$ cat config.mk
export PLATFORM = sky130hd
export DESIGN_NAME = dtr_ram
export DESIGN_NICKNAME = d
export VERILOG_FILES = /design/src/design/dtr_ram.sv
export SDC_FILE = /design/constraint.sdc
export NUM_CORES = 2
export LEC_CHECK = 0
export BUFFER_PORTS_ARGS = -buffer_cell sky130_fd_sc_hd__buf_2
export CAP_MARGIN = 25
export CORE_UTILIZATION = 35
export DETAILED_ROUTE_END_ITERATION = 12
export HOLD_SLACK_MARGIN = 0.06
export SLEW_MARGIN = 20
export SYNTH_ARGS = -nofsm -noshare
export SYNTH_HDL_FRONTEND = slang
export SYNTH_SLANG_ARGS = --single-unit
$ cat constraint.sdc
create_clock -name clk -period 2.8 [get_ports clk]
set_input_delay 0.28 -clock clk [delete_from_list [all_inputs] [get_ports clk]]
set_output_delay 0.28 -clock clk [all_outputs]
set_load 0.05 [all_outputs]
$ cat src/design/dtr_ram.sv
// Generic single-port-write, single-port-read synchronous RAM.
// Read data is registered: it appears in the cycle after a read enable.
// No dependencies.
`default_nettype none

module dtr_ram #(
	parameter int WIDTH = 8,
	parameter int DEPTH = 256
) (
	input  wire logic                     clk,
	input  wire logic                     we,
	input  wire logic [$clog2(DEPTH)-1:0] waddr,
	input  wire logic [WIDTH-1:0]         wdata,
	input  wire logic                     re,
	input  wire logic [$clog2(DEPTH)-1:0] raddr,
	output logic      [WIDTH-1:0]         rdata
);

	logic [WIDTH-1:0] mem [DEPTH];

	// Write port.
	always_ff @(posedge clk) begin
		if (we) begin
			mem[waddr] <= wdata;
		end
	end

	// Registered read port; read-during-write to the same address returns old data.
	always_ff @(posedge clk) begin
		if (re) begin
			rdata <= mem[raddr];
		end
	end

endmodule

`default_nettype wire

==> flow_summary.ini <==
[status]
run_status = finished clean

[die]
fp.dieArea_sq_um = 229000
initial_utilization = 0.353
row_count = 174
core_region_area_sq_um = 226000
die_h_um = 479
dieWidth_um = 479
i_o_pin_count = 35

[sta]
slew_violations = 0
final-hold-violation-count = 0
final.min_clock_period_ps = 2780
clock_skew_ps = 25.6
slew-limit-headroom = 0.419
finalSetupViolations = 0
worst-slew-pin-transition_ps = 864
setup_total_negative_slack_ps = 0
max_freq_mhz = 360
rsz0062_at_grt = no
min_period_over_period = 0.993

[clock_tree]
cts_root_buffer = sky130_fd_sc_hd__clkbuf_16
htree_num_levels = 4
cts_max_path_buffers = 3
clock_latency_ps = 850
clock_slew_at_reported_path_ffs_ps = 60
tritoncts.num_buffers = 208
cts.sink_count = 2056
tritoncts = built
postCtsSetupRepairBufs = 0

[global_routing]
gr-usage-all-layers = 0.178
wire_length_of_the_first_global_routing_pass_mm = 296
pin_count_of_the_biggest_net_entering_global_routing = 97
globalRouteOverflowTotal = 0
via_count_of_the_first_global_routing_pass = 41290
antenna_found_initial = 13

[setup_path]
worstSetupStartpointType = flip-flop
worstPathRequired_ps = 3350
cpMostUsedCell = sky130_fd_sc_hd__mux4_2
worst_path_max_delay_cell = sky130_fd_sc_hd__nor3_1
ff2ff_path_depth = 7
worstPathMaxFanout = 1
timing.setup.critical_path_class = reg -> reg
crit_path_cell_trace = mux4_2 > mux4_2 > nor2_1 > a2111oi_0 > nor3_1 > buf_4 > nor4_2
worst_setup_path_end_kind = flip-flop
crit_arrival_ps = 3330
critical-path-max-stage-delay_ps = 620

[pwr]
static-leakage-power_nw = 30.4
fin_total_pwr_mw = 64.8
power_density_of_the_placed_cells_nw_per_um2 = 683
peakVddDrop_mv = 0.528

[drt]
route.detailed.drc = 0
drt-wirelength-per-cell_um = 27.0
detailedRoute.firstPassIterationCount = 6
dr_total_vias = 40645
detailed_route_vias_per_instance = 5.37
dr.first_iter.drc_count = 4516
drt_wl_total_mm = 204
ant_nets = 0

[worst_hold_path]
worstHoldPathType = in -> reg
holdPathStages = 3

[place]
gp_routability_congestion = 0.839
place.port_buffers = 34
place_hpwl_mm = 133
dpl_cell_area_sq_um = 88100

[logic_synthesis]
yosys-top-cells-area = sky130_fd_sc_hd__edfxtp_1 78%, sky130_fd_sc_hd__mux4_2 13%, sky130_fd_sc_hd__mux2i_1 1.7%, sky130_fd_sc_hd__nor2_1 1.3%, sky130_fd_sc_hd__a22oi_1 1.3%
synth_top_cell_area_share = 0.775
syn_area_sq_um = 79600
post_synthesis_simple_gate_area_fraction = 0.0263
post_synth_inst_count = 3733
compound_cell_area_share_of_the_yosys_netlist = 0.0342
combinational_family_with_the_most_area_after_synthesis = multiplexers
post_synthesis_share_of_cell_area_spent_on_full_adders_half_adders_and_majority_gates = 0
number_of_enable_flip_flop_cells_after_synthesis = 2056
syn_avg_cell_area_sq_um = 21.3
most_frequent_cell_after_synthesis = sky130_fd_sc_hd__edfxtp_1
seq_area_frac_synth = 0.775
yosys-top-cells-count = 2056 x sky130_fd_sc_hd__edfxtp_1, 454 x sky130_fd_sc_hd__mux4_2, 282 x sky130_fd_sc_hd__nor2_1, 134 x sky130_fd_sc_hd__mux2i_1, 133 x sky130_fd_sc_hd__a22oi_1
async_flop_share = 0
muxShareOfSynthArea = 0.146
syn-num-nets = 3760
synth_flop_cell = sky130_fd_sc_hd__edfxtp_1
post_synth_num_cell_types = 54
synth-seq-cells = 2056
synthesized_area_fraction_occupied_by_xor_and_xnor_cells = 0
cell_type_contributing_the_most_total_cell_area_after_synthesis = sky130_fd_sc_hd__edfxtp_1
synthesis_warning_total = 0

[finish]
fillCellCount = 19588
nNetsFinal = 4434
area_delta_synth_final_pct = 19.2
post-route-cell-area_sq_um = 94900
final_layout_size_suffix_gt1_frac = 0.318

[run]
maxCapViolations = 0
-- cells in the final DEF, fill, tap and decap left out, types with 5 or more instances in the layout --
cell type                       count
sky130_fd_sc_hd__a22oi_1          133
sky130_fd_sc_hd__edfxtp_1        2056
sky130_fd_sc_hd__a221oi_1          13
sky130_fd_sc_hd__a21oi_1           96
sky130_fd_sc_hd__buf_2             22
sky130_fd_sc_hd__nor4_2             9
sky130_fd_sc_hd__o22ai_1           28
sky130_fd_sc_hd__o221ai_1          46
sky130_fd_sc_hd__o21ai_0           10
sky130_fd_sc_hd__nor4_1            18
sky130_fd_sc_hd__nand2b_1           8
sky130_fd_sc_hd__buf_12            72
sky130_fd_sc_hd__bufinv_16         18
sky130_fd_sc_hd__a211oi_1          16
sky130_fd_sc_hd__clkinv_1          45
sky130_fd_sc_hd__nor3_1            19
sky130_fd_sc_hd__nand2_1           33
sky130_fd_sc_hd__nor2b_1           28
sky130_fd_sc_hd__buf_8             10
sky130_fd_sc_hd__clkbuf_1          51
sky130_fd_sc_hd__clkbuf_16        211
sky130_fd_sc_hd__clkinv_2          32
sky130_fd_sc_hd__o22a_1             5
sky130_fd_sc_hd__and2_1             6
sky130_fd_sc_hd__nor2_1           279
sky130_fd_sc_hd__o211ai_1          10
sky130_fd_sc_hd__nand4_1           10
sky130_fd_sc_hd__nand3_1           34
sky130_fd_sc_hd__dlygate4sd3_1     11
sky130_fd_sc_hd__clkinvlp_4         8
sky130_fd_sc_hd__buf_4            582
sky130_fd_sc_hd__a22o_1             8
sky130_fd_sc_hd__mux4_2           454
sky130_fd_sc_hd__mux2i_1          134
-- power breakdown --
group | switching, mW | internal [mW] | total (mW)
clock network | 11.7 | 15.5 | 27.3
logic | 2.16 | 1.40 | 3.57
registers | 0.0349 | 33.9 | 34.0
-- logic make-up after synthesis --
logic type | after synthesis
simple gates | 466
flops | 2056
compound gates | 385
mux | 591
buf+inv | 235
-- area by class of cell --
type                    count  area (sq um)  share of cell area
flip-flops and latches   2056         61700               0.650
multi-input cells        1442         16500               0.174
repair buffers            697          6180              0.0651
clock buffers             262          5470              0.0576
well taps                2992          3740              0.0394
clock inverters           120          1230              0.0130
inverters                   2          7.51           0.0000791
diodes                      2          5.00           0.0000527
-- sequential cells by signal, summed over array words and instances, names as in the netlist --
name   cells
rdata      8
mem     2048
-- routing by layer --
metal	share of wire	GRT usage	wire, um	up-vias
met5	0	0	0	-
met4	0.025	0.0489	5030	0
met3	0.070	0.0298	14300	299
met2	0.49	0.288	99300	1561
met1	0.42	0.247	85800	21705
li1	-	-	-	17080
-- repair_timing --
| action | CTS | global route |
|---|---|---|
| hold buffers | 11 | 0 |
| setup endpoints to repair | 3 | 3 |
| gates resized for setup | 3 | 3 |
| endpoints found under the hold margin | 491 | 0 |
-- per-stage QoR --
stage          cells  hold WS, ps  worst slack, ps   util
2_1_floorplan   3733          379              444      -
3_3_place_gp    7176          720            -1040  0.390
3_5_place_dp    7178          722             -845  0.390
4_1_cts         7571         62.1             1.76  0.421
5_1_grt         7573          126             28.1  0.421
6_report        7573          120             20.5  0.421
-- worst max-delay path, delay by kind of cell, from the launching register on --
family                 cells  cell delay, ps
flip-flops                 1             360
multiplexers               2            1030
buffers and inverters      1             240
AO/OA/AOI/OAI              1              80
AND/OR/NAND/NOR            3             770
-- path summary, 6_finish.rpt --
check,slack (ps),end,start
worst max-delay path,20,rdata[2]$_DFFE_PP_,mem[139][2]$_DFFE_PP_
worst min-delay path,120,mem[238][1]$_DFFE_PP_,waddr[6]
worst max register to register,20,rdata[2]$_DFFE_PP_,mem[139][2]$_DFFE_PP_
worst min register to register,1220,rdata[7]$_DFFE_PP_,mem[115][7]$_DFFE_PP_
Power figures use the tool's default switching activity.
