### src/design/dtr_pkg.sv
// Shared types and constants for the table-driven DFA recognizer.
// Holds the mode codes, the table entry and result structs, and parameter defaults.
// No dependencies.
`default_nettype none

package dtr_pkg;

	// Default sizing of the automaton.
	localparam int NUM_STATES_DEF  = 16;
	localparam int SYMBOL_BITS_DEF = 8;

	// Widths fixed by the request fields.
	localparam int STATE_W  = 4;
	localparam int SYMBOL_W = 8;
	localparam int MODE_W   = 2;
	localparam int MASK_W   = 16;

	// Depth of the result queue in front of the output port.
	localparam int OUTQ_DEPTH = 4;

	// Request mode codes.
	localparam logic [MODE_W-1:0] MODE_ADD    = 2'd0;
	localparam logic [MODE_W-1:0] MODE_SYMBOL = 2'd1;
	localparam logic [MODE_W-1:0] MODE_END    = 2'd2;

	// One transition table entry.
	typedef struct packed {
		logic               valid;
		logic [STATE_W-1:0] next;
	} dtr_entry_t;

	localparam int ENTRY_W = $bits(dtr_entry_t);

	// One result entry.
	typedef struct packed {
		logic [STATE_W-1:0] current_state;
		logic               no_transition;
		logic               conflict;
		logic               verdict_ready;
		logic               accepted;
	} dtr_result_t;

endpackage

`default_nettype wire

### src/design/dtr_outq.sv
// Small result queue that decouples the table pipeline from the output port.
// Depends on dtr_pkg for the result struct.
`default_nettype none

module dtr_outq #(
	parameter int DEPTH = dtr_pkg::OUTQ_DEPTH
) (
	input  wire logic                       clk,
	input  wire logic                       arst_n,
	input  wire logic                       push,
	input  wire dtr_pkg::dtr_result_t       push_data,
	output logic [$clog2(DEPTH+1)-1:0]      count,
	output logic                            out_valid,
	input  wire logic                       out_stall,
	output dtr_pkg::dtr_result_t            out_data
);

	localparam int PTR_W = (DEPTH > 1) ? $clog2(DEPTH) : 1;
	localparam int CNT_W = $clog2(DEPTH+1);

	dtr_pkg::dtr_result_t slot_q [DEPTH];
	logic [PTR_W-1:0]     wr_ptr_q;
	logic [PTR_W-1:0]     rd_ptr_q;
	logic [CNT_W-1:0]     count_q;
	logic                 pop;

	assign pop       = out_valid && !out_stall;
	assign out_valid = (count_q != '0);
	assign out_data  = slot_q[rd_ptr_q];
	assign count     = count_q;

	// Storage slots need no reset.
	always_ff @(posedge clk) begin
		if (push) begin
			slot_q[wr_ptr_q] <= push_data;
		end
	end

	// Pointers and occupancy.
	always_ff @(posedge clk or negedge arst_n) begin
		if (!arst_n) begin
			wr_ptr_q <= '0;
			rd_ptr_q <= '0;
			count_q  <= '0;
		end else begin
			if (push) begin
				wr_ptr_q <= (wr_ptr_q == PTR_W'(DEPTH-1)) ? '0 : wr_ptr_q + 1'b1;
			end
			if (pop) begin
				rd_ptr_q <= (rd_ptr_q == PTR_W'(DEPTH-1)) ? '0 : rd_ptr_q + 1'b1;
			end
			if (push && !pop) begin
				count_q <= count_q + 1'b1;
			end else if (pop && !push) begin
				count_q <= count_q - 1'b1;
			end
		end
	end

`ifndef SYNTHESIS
	// A push without a pop never lands on a full queue.
	a_no_overflow: assert property (@(posedge clk) disable iff (!arst_n)
		push && !pop |-> count_q < CNT_W'(DEPTH))
		else $error("result queue overflow");

	// The count advances by one on a push without a pop.
	a_count_tracks: assert property (@(posedge clk) disable iff (!arst_n)
		push && !pop |=> count_q == $past(count_q) + 1'b1)
		else $error("result queue count did not advance on push");
`endif

endmodule

`default_nettype wire
### config.mk
export PLATFORM = sky130hd
export DESIGN_NAME = dtr_outq
export DESIGN_NICKNAME = d
export VERILOG_FILES = /design/src/design/dtr_pkg.sv /design/src/design/dtr_outq.sv
export SDC_FILE = /design/constraint.sdc
export NUM_CORES = 1
export LEC_CHECK = 0
export BUFFER_PORTS_ARGS = -buffer_cell sky130_fd_sc_hd__clkbuf_2
export CORE_ASPECT_RATIO = 0.75
export CORE_MARGIN = 8
export CORE_UTILIZATION = 38
export CTS_CLUSTER_DIAMETER = 60
export DETAILED_ROUTE_END_ITERATION = 12
export PLACE_DENSITY_LB_ADDON = 0.08
export SLEW_MARGIN = 30
export SYNTH_ARGS = -nofsm -noshare
export SYNTH_HDL_FRONTEND = slang
export SYNTH_SLANG_ARGS = --single-unit
### constraint.sdc
create_clock -name clk -period 5.5 [get_ports clk]
set_input_delay 0 -clock clk [delete_from_list [all_inputs] [get_ports clk]]
set_output_delay 0 -clock clk [all_outputs]
set_load 0.02 [all_outputs]
==> impl_metrics.tcl, run 1 <==
set metrics [dict create \
    synth.cell_area_um2 1580 \
    synthCells 79 \
    cp-start-kind "register" \
    yosysWarnings 0 \
    dieArea_um2 6500 \
    die_h_um 71.9 \
    clockPowerShare_pct 22.6 \
    tightest_slew_ns 0.622 \
    drc 0 \
    clock_sinks 39 \
    port_buffers 23 \
    clk_pin_slew_worst_paths_ns 0.07 \
    final_layout_size_suffix_gt1_share_pct 36.8 \
    io_pins 24 \
    final_common_cell "edfxtp_1" \
    worstSetupStartpoint "count[0]$_DFFE_PN0P_" \
    numCtsBuffers 5 \
    ys_seq_area_share_pct 71.8 \
    path_class "reg2reg" \
    worst_hold_startpoint "push" \
    status "finished, final reports clean" \
    rows 20 \
    synth_seq_cells 39 \
    switching_share_pct 32.3 \
    slowest_stage "dfrtp_1" \
    p_per_area_nw_per_um2 513 \
    wl_um 2710 \
    worstPathRequired_ns 5.71 \
    cts_setup_buffers 0 \
    cap_violations 0 \
    gp_congestion 0.659 \
    hold_class "in2reg" \
    tns_ns 0 \
    fin_ws_ns 3.39 \
    nNetsFinal 135 \
    p_comb_share_pct 32.2 \
    max_slew_margin_pct 58.6 \
    timing.final.crit_share_pct 38.4 \
    crit_path_end_kind "register" \
    ys_types 18 \
    r2r_slack_ns 3.39 \
    final_cell_mix "32 x edfxtp_1, 23 x clkbuf_2, 9 x dlygate4sd3_1, 8 x mux4_2, 7 x dfrtp_1" \
    grt_pass1_vias 907 \
    seq_power_share_pct 45.2 \
    skew_ns 0.00301 \
    fmax_ghz 0.474 \
    dp_slack_ns 3.40 \
    hold_viol 0 \
    ant_nets 0 \
    power.switching_mw 0.323 \
    coreArea_um2 4030 \
    avgRoutedWirePerCell_um 15.7 \
    grt_start_max_net_pins 13 \
    worstReg2RegStart "count[0]$_DFFE_PN0P_" \
    rr_worst_depth 9 \
    arrival_ns 2.32 \
    critPathMaxFanout 4 \
    grt_pass1_wl_um 4520 \
    peakVddDrop_mv 0.198 \
    critPathMaxStageDelay_ns 0.44 \
    cts_tree "done" \
    cts_max_path_buffers 2 \
    power_mw 1.00 \
    num_antenna_cells 0 \
    vias 788 \
    clock_latency_ns 0.28 \
    root_buffer "clkbuf_8" \
    p_leak_nw 0.755 \
    fp.dieW_um 90.5 \
    hold_depth 2 \
    syn_avg_cell_area_um2 20.0 \
    path_delay_family "simple AND/OR/NAND/NOR gates" \
    antenna_found_initial 0 \
    worst-path-buf-inv 2 \
    cts_max_level 2 \
    rsz0062_at_grt "no" \
    path_depth 9 \
    syn2layout_area_growth_pct 23.6 \
    min_period_ns 2.11 \
    internal_power_mw 0.679 \
    firstDrtPassIters 4 \
    path_cells "or3_4, nor2b_4, inv_1, ha_1, inv_1, fa_1, xor2_1, nor2_1, xor2_1" \
    synth_nets 98 \
    setup_violations 0 \
    dr.first_iter.drc_count 26 \
    routed_via_density 4.58 \
    start_util_pct 39.3 \
    drv_slew 0 \
    grt.overflow.total 0 \
    globalRouteTotalUtil_pct 9.27 \
]
-- worst paths after layout --
check                                           to
max                           count[2]$_DFFE_PN0P_
min                        wr_ptr_q[0]$_DFFE_PN0P_
max reg2reg                   count[2]$_DFFE_PN0P_
min reg2reg                   count[2]$_DFFE_PN0P_
max in group asynchronous     count[2]$_DFFE_PN0P_
min in group asynchronous  wr_ptr_q[1]$_DFFE_PN0P_
-- flip-flops by register name (all words and copies together), names as in the netlist --
signal	cells
wr_ptr_q	2
rd_ptr_q	2
count	3
slot_q	32
-- worst register-to-register path, stage by stage, from the launching register on --
cell and delay, ns:
dfrtp_1 0.44, or3_4 0.39, nor2b_4 0.15, inv_1 0.05, ha_1 0.16, inv_1 0.06
fa_1 0.38, xor2_1 0.15, nor2_1 0.11, xor2_1 0.15
-- repair_timing --
item / in CTS / in global routing
endpoints found under the hold margin: 39 / 0
endpoints found under the setup margin: 0 / 0
gates resized for setup: 0 / 0
hold buffers: 9 / 0
-- power by group through the flow --
stage	logic (mW)	registers, mW	clock network [mW]
detailed placement	0.326	0.463	0
global placement	0.322	0.459	0
CTS	0.332	0.456	0.235
global route	0.353	0.467	0.248
floorplan	0.251	0.434	0
finish	0.323	0.453	0.226
-- area by class of cell --
| type | instances | area [um2] |
|---|---|---|
| clock buffer | 5 | 68.8 |
| sequential | 39 | 1140 |
| clock inverter | 3 | 38.8 |
| fill | 349 | 2070 |
| inverter | 4 | 15.0 |
| multi-input combinational | 34 | 422 |
| tap | 55 | 68.8 |
| timing repair buffer | 32 | 205 |
-- synth_stat cells, drive strengths merged --
cell type   n  area (um2)
edfxtp     32         961
ha          6        75.1
nor2        3        11.3
mux2        3        41.3
fa          1        20.0
xor2        2        17.5
xnor2       1        8.76
or3         1        11.3
dfrtp       7         175
inv         4        15.0
nor2b       1        13.8
and2        4        25.0
nand2       2        7.51
buf         2        8.75
o21ai       2        10.0
mux4        8         180
-- per-stage QoR --
step	instance area, um2	util (%)	hold slack [ns]	cells
global route	1950	48.5	0.0228	172
floorplan	1580	-	-0.296	79
detailed placement	1760	43.6	-0.145	155
CTS	1950	48.5	0.0206	172
finish	1950	48.5	0.0355	172
global placement	1760	43.6	-0.151	155
-- metal layers --
layer | part of all wire [%] | vias to the layer above | track usage, %
met1 | 45 | 393 | 10.7
met5 | 0 | - | 0
li1 | - | 375 | -
met2 | 48 | 15 | 14.7
met3 | 5.2 | 5 | 3.86
met4 | 1.1 | 0 | 4.41
-- cell families (layout without fill, tap and decap cells) --
family	count (synthesis)	in the layout	synth area share (%)
fa+ha+maj	7	7	6.01
xor+xnor	3	3	1.66
mux	11	11	14.0
simple gates	11	11	4.35
buf+inv	6	44	1.50
flops	39	39	71.8
compound gates	2	2	0.633
Power figures use the tool's default switching activity.
==> run 2, diff against run 1 <==
==> constraint.sdc (replaced) <==
create_clock -name clk -period 1.75 [get_ports clk]
set_input_delay 0 -clock clk [delete_from_list [all_inputs] [get_ports clk]]
set_output_delay 0 -clock clk [all_outputs]
set_load 0.02 [all_outputs]
==> run 2 against run 1 <==
Against the previous run: the run now ends with negative setup slack left; via count increased by 4.2%; total power grew to 3.1 times the previous value; sequential cell count is the same; clock power grew 150%; register-to-register slack got worse by 3.6 ns; sequential power rose to 3.1 times the previous value; critical path type unchanged; largest power group unchanged; highest routed layer unchanged.
==> impl_metrics.tcl, run 2 (synthesis gave the netlist of run 1 again) <==
set metrics [dict create \
    status "complete, but fails checks" \
    violations "negative setup slack" \
    nNetsFinal 144 \
    fp.dieW_um 90.5 \
    worstReg2RegStart "count[1]$_DFFE_PN0P_" \
    globalRouteTotalUtil_pct 9.29 \
    fill_cells 345 \
    p_leak_nw 0.781 \
    dieArea_um2 6500 \
    cts_tree "done" \
    largest_reg_flops 32 \
    num_antenna_cells 0 \
    cap_violations 0 \
    rows 20 \
    hold_ws_ns 0.0363 \
    hold_viol 0 \
    grt_pass1_wl_um 4450 \
    antenna_found_initial 0 \
    reg2reg_to "count[2]$_DFFE_PN0P_" \
    seq_area_um2 1140 \
    io_pins 24 \
    clk_pin_slew_worst_paths_ns 0.07 \
    timing.final.crit_share_pct 113 \
    grt.overflow.total 0 \
    fmax_ghz 0.507 \
    holdPathEnd "wr_ptr_q[0]$_DFFE_PN0P_" \
    cp-start-kind "register" \
    min_period_ns 1.97 \
    coreArea_um2 4030 \
    arrival_ns 2.18 \
    path_class "reg2reg" \
    ant_nets 0 \
    numCtsBuffers 5 \
    rsz0062_at_grt "yes" \
    grt_start_max_net_pins 12 \
    root_buffer "clkbuf_8" \
    largest-register "slot_q" \
    cts_max_level 2 \
    final_cell_mix "32 x edfxtp_1, 23 x clkbuf_2, 9 x dlygate4sd3_1, 9 x buf_4, 8 x mux4_2" \
    cts_max_path_buffers 2 \
    fin_area_um2 2010 \
    rr_worst_depth 9 \
    skew_ns 0.00296 \
    drc 0 \
    dr.first_iter.drc_count 31 \
    drv_slew 0 \
    start_util_pct 39.3 \
    p_per_area_nw_per_um2 1560 \
    final_layout_size_suffix_gt1_share_pct 46.0 \
    multi_input_area_um2 437 \
    worstPathRequired_ns 1.96 \
    hold_depth 2 \
    peakVddDrop_mv 0.523 \
    hold_class "in2reg" \
    final_common_cell "edfxtp_1" \
    worst_hold_startpoint "push" \
    syn2layout_area_growth_pct 27.4 \
    fin_ws_ns -0.221 \
    avgRoutedWirePerCell_um 15.3 \
    tightest_slew_ns 0.467 \
    placed_area_um2 1800 \
    die_h_um 71.9 \
    grt_pass1_vias 883 \
    clock_sinks 39 \
    max_slew_margin_pct 68.9 \
    post-dp-hpwl_um 1890 \
    port_buffers 23 \
    routed_via_density 4.54 \
    setup_violations 2 \
    firstDrtPassIters 4 \
    clock_latency_ns 0.28 \
    wl_um 2780 \
    critPathMaxFanout 2 \
    r2r_slack_ns -0.22 \
    gp_congestion 0.754 \
    crit_path_end_kind "register" \
    vias 821 \
]
[run 2: cell types whose count changed in the layout (fill, tap and decap cells not counted), sizes merged]
cell	previous run	this run
bufinv	1	0
clkinv	2	1
clkbuf	28	30
buf	0	9
[run 2: final cells by class]
type	instances	share of cell area (%)
Tap cell	55	3.42
Inverter	4	0.745
Sequential cell	39	56.6
Timing Repair Buffer	41	13.5
Multi-Input combinational cell	34	21.7
Clock inverter	1	0.248
Clock buffer	7	3.79
[run 2: power breakdown]
| group | total, mW | switching [mW] | internal (mW) |
|---|---|---|---|
| registers | 1.41 | 0.178 | 1.23 |
| logic | 1.18 | 0.579 | 0.598 |
| clock network | 0.563 | 0.284 | 0.279 |
[run 2: timing repair]
item	CTS	global route
buffers inserted	1	3
resized for setup	1	2
endpoints found under the hold margin	39	0
pin swaps	2	4
setup endpoints to repair	10	2
hold buffers	9	0
[run 2: metrics by stage]
stage	TNS (ns)	power, mW	util (%)	worst slack [ns]	std cells
3_3_place_gp	-0.382	2.52	44.7	-0.202	160
4_1_cts	-0.472	3.16	49.2	-0.245	178
5_1_grt	-0.556	3.37	50.0	-0.329	181
6_report	-0.421	3.15	50.0	-0.221	181
2_1_floorplan	-0.704	2.17	-	-0.364	79
3_5_place_dp	-0.451	2.57	44.7	-0.239	160
[run 2: worst max path at each step]
| stage | slack (ns) | endpoint | depth (start not counted) | from |
|---|---|---|---|---|
| 3_3_place_gp | -0.20 | count[2]$_DFFE_PN0P_ | 9 | count[0]$_DFFE_PN0P_ |
| 5_1_grt | -0.33 | count[2]$_DFFE_PN0P_ | 9 | count[1]$_DFFE_PN0P_ |
| 4_1_cts | -0.25 | count[2]$_DFFE_PN0P_ | 9 | count[0]$_DFFE_PN0P_ |
| 3_5_place_dp | -0.24 | count[2]$_DFFE_PN0P_ | 9 | count[0]$_DFFE_PN0P_ |
| 6_report | -0.22 | count[2]$_DFFE_PN0P_ | 9 | count[1]$_DFFE_PN0P_ |
| 2_1_floorplan | -0.36 | count[2]$_DFFE_PN0P_ | 9 | count[0]$_DFFE_PN0P_ |
[run 2: worst max-delay path, cell delays in order (launching register included)]
cell	delay (ns)
dfrtp_2	0.40
or3_4	0.39
nor2b_4	0.14
inv_2	0.05
ha_4	0.12
inv_2	0.04
fa_2	0.34
xor2_1	0.14
nor2_1	0.12
xor2_1	0.15
[run 2: metal layers]
metal	routed length, um	track usage [%]	vias to the layer above
met1	1190	10.6	404
li1	-	-	393
met5	0	0	-
met4	38	4.96	0
met3	196	4.28	5
met2	1350	14.4	19
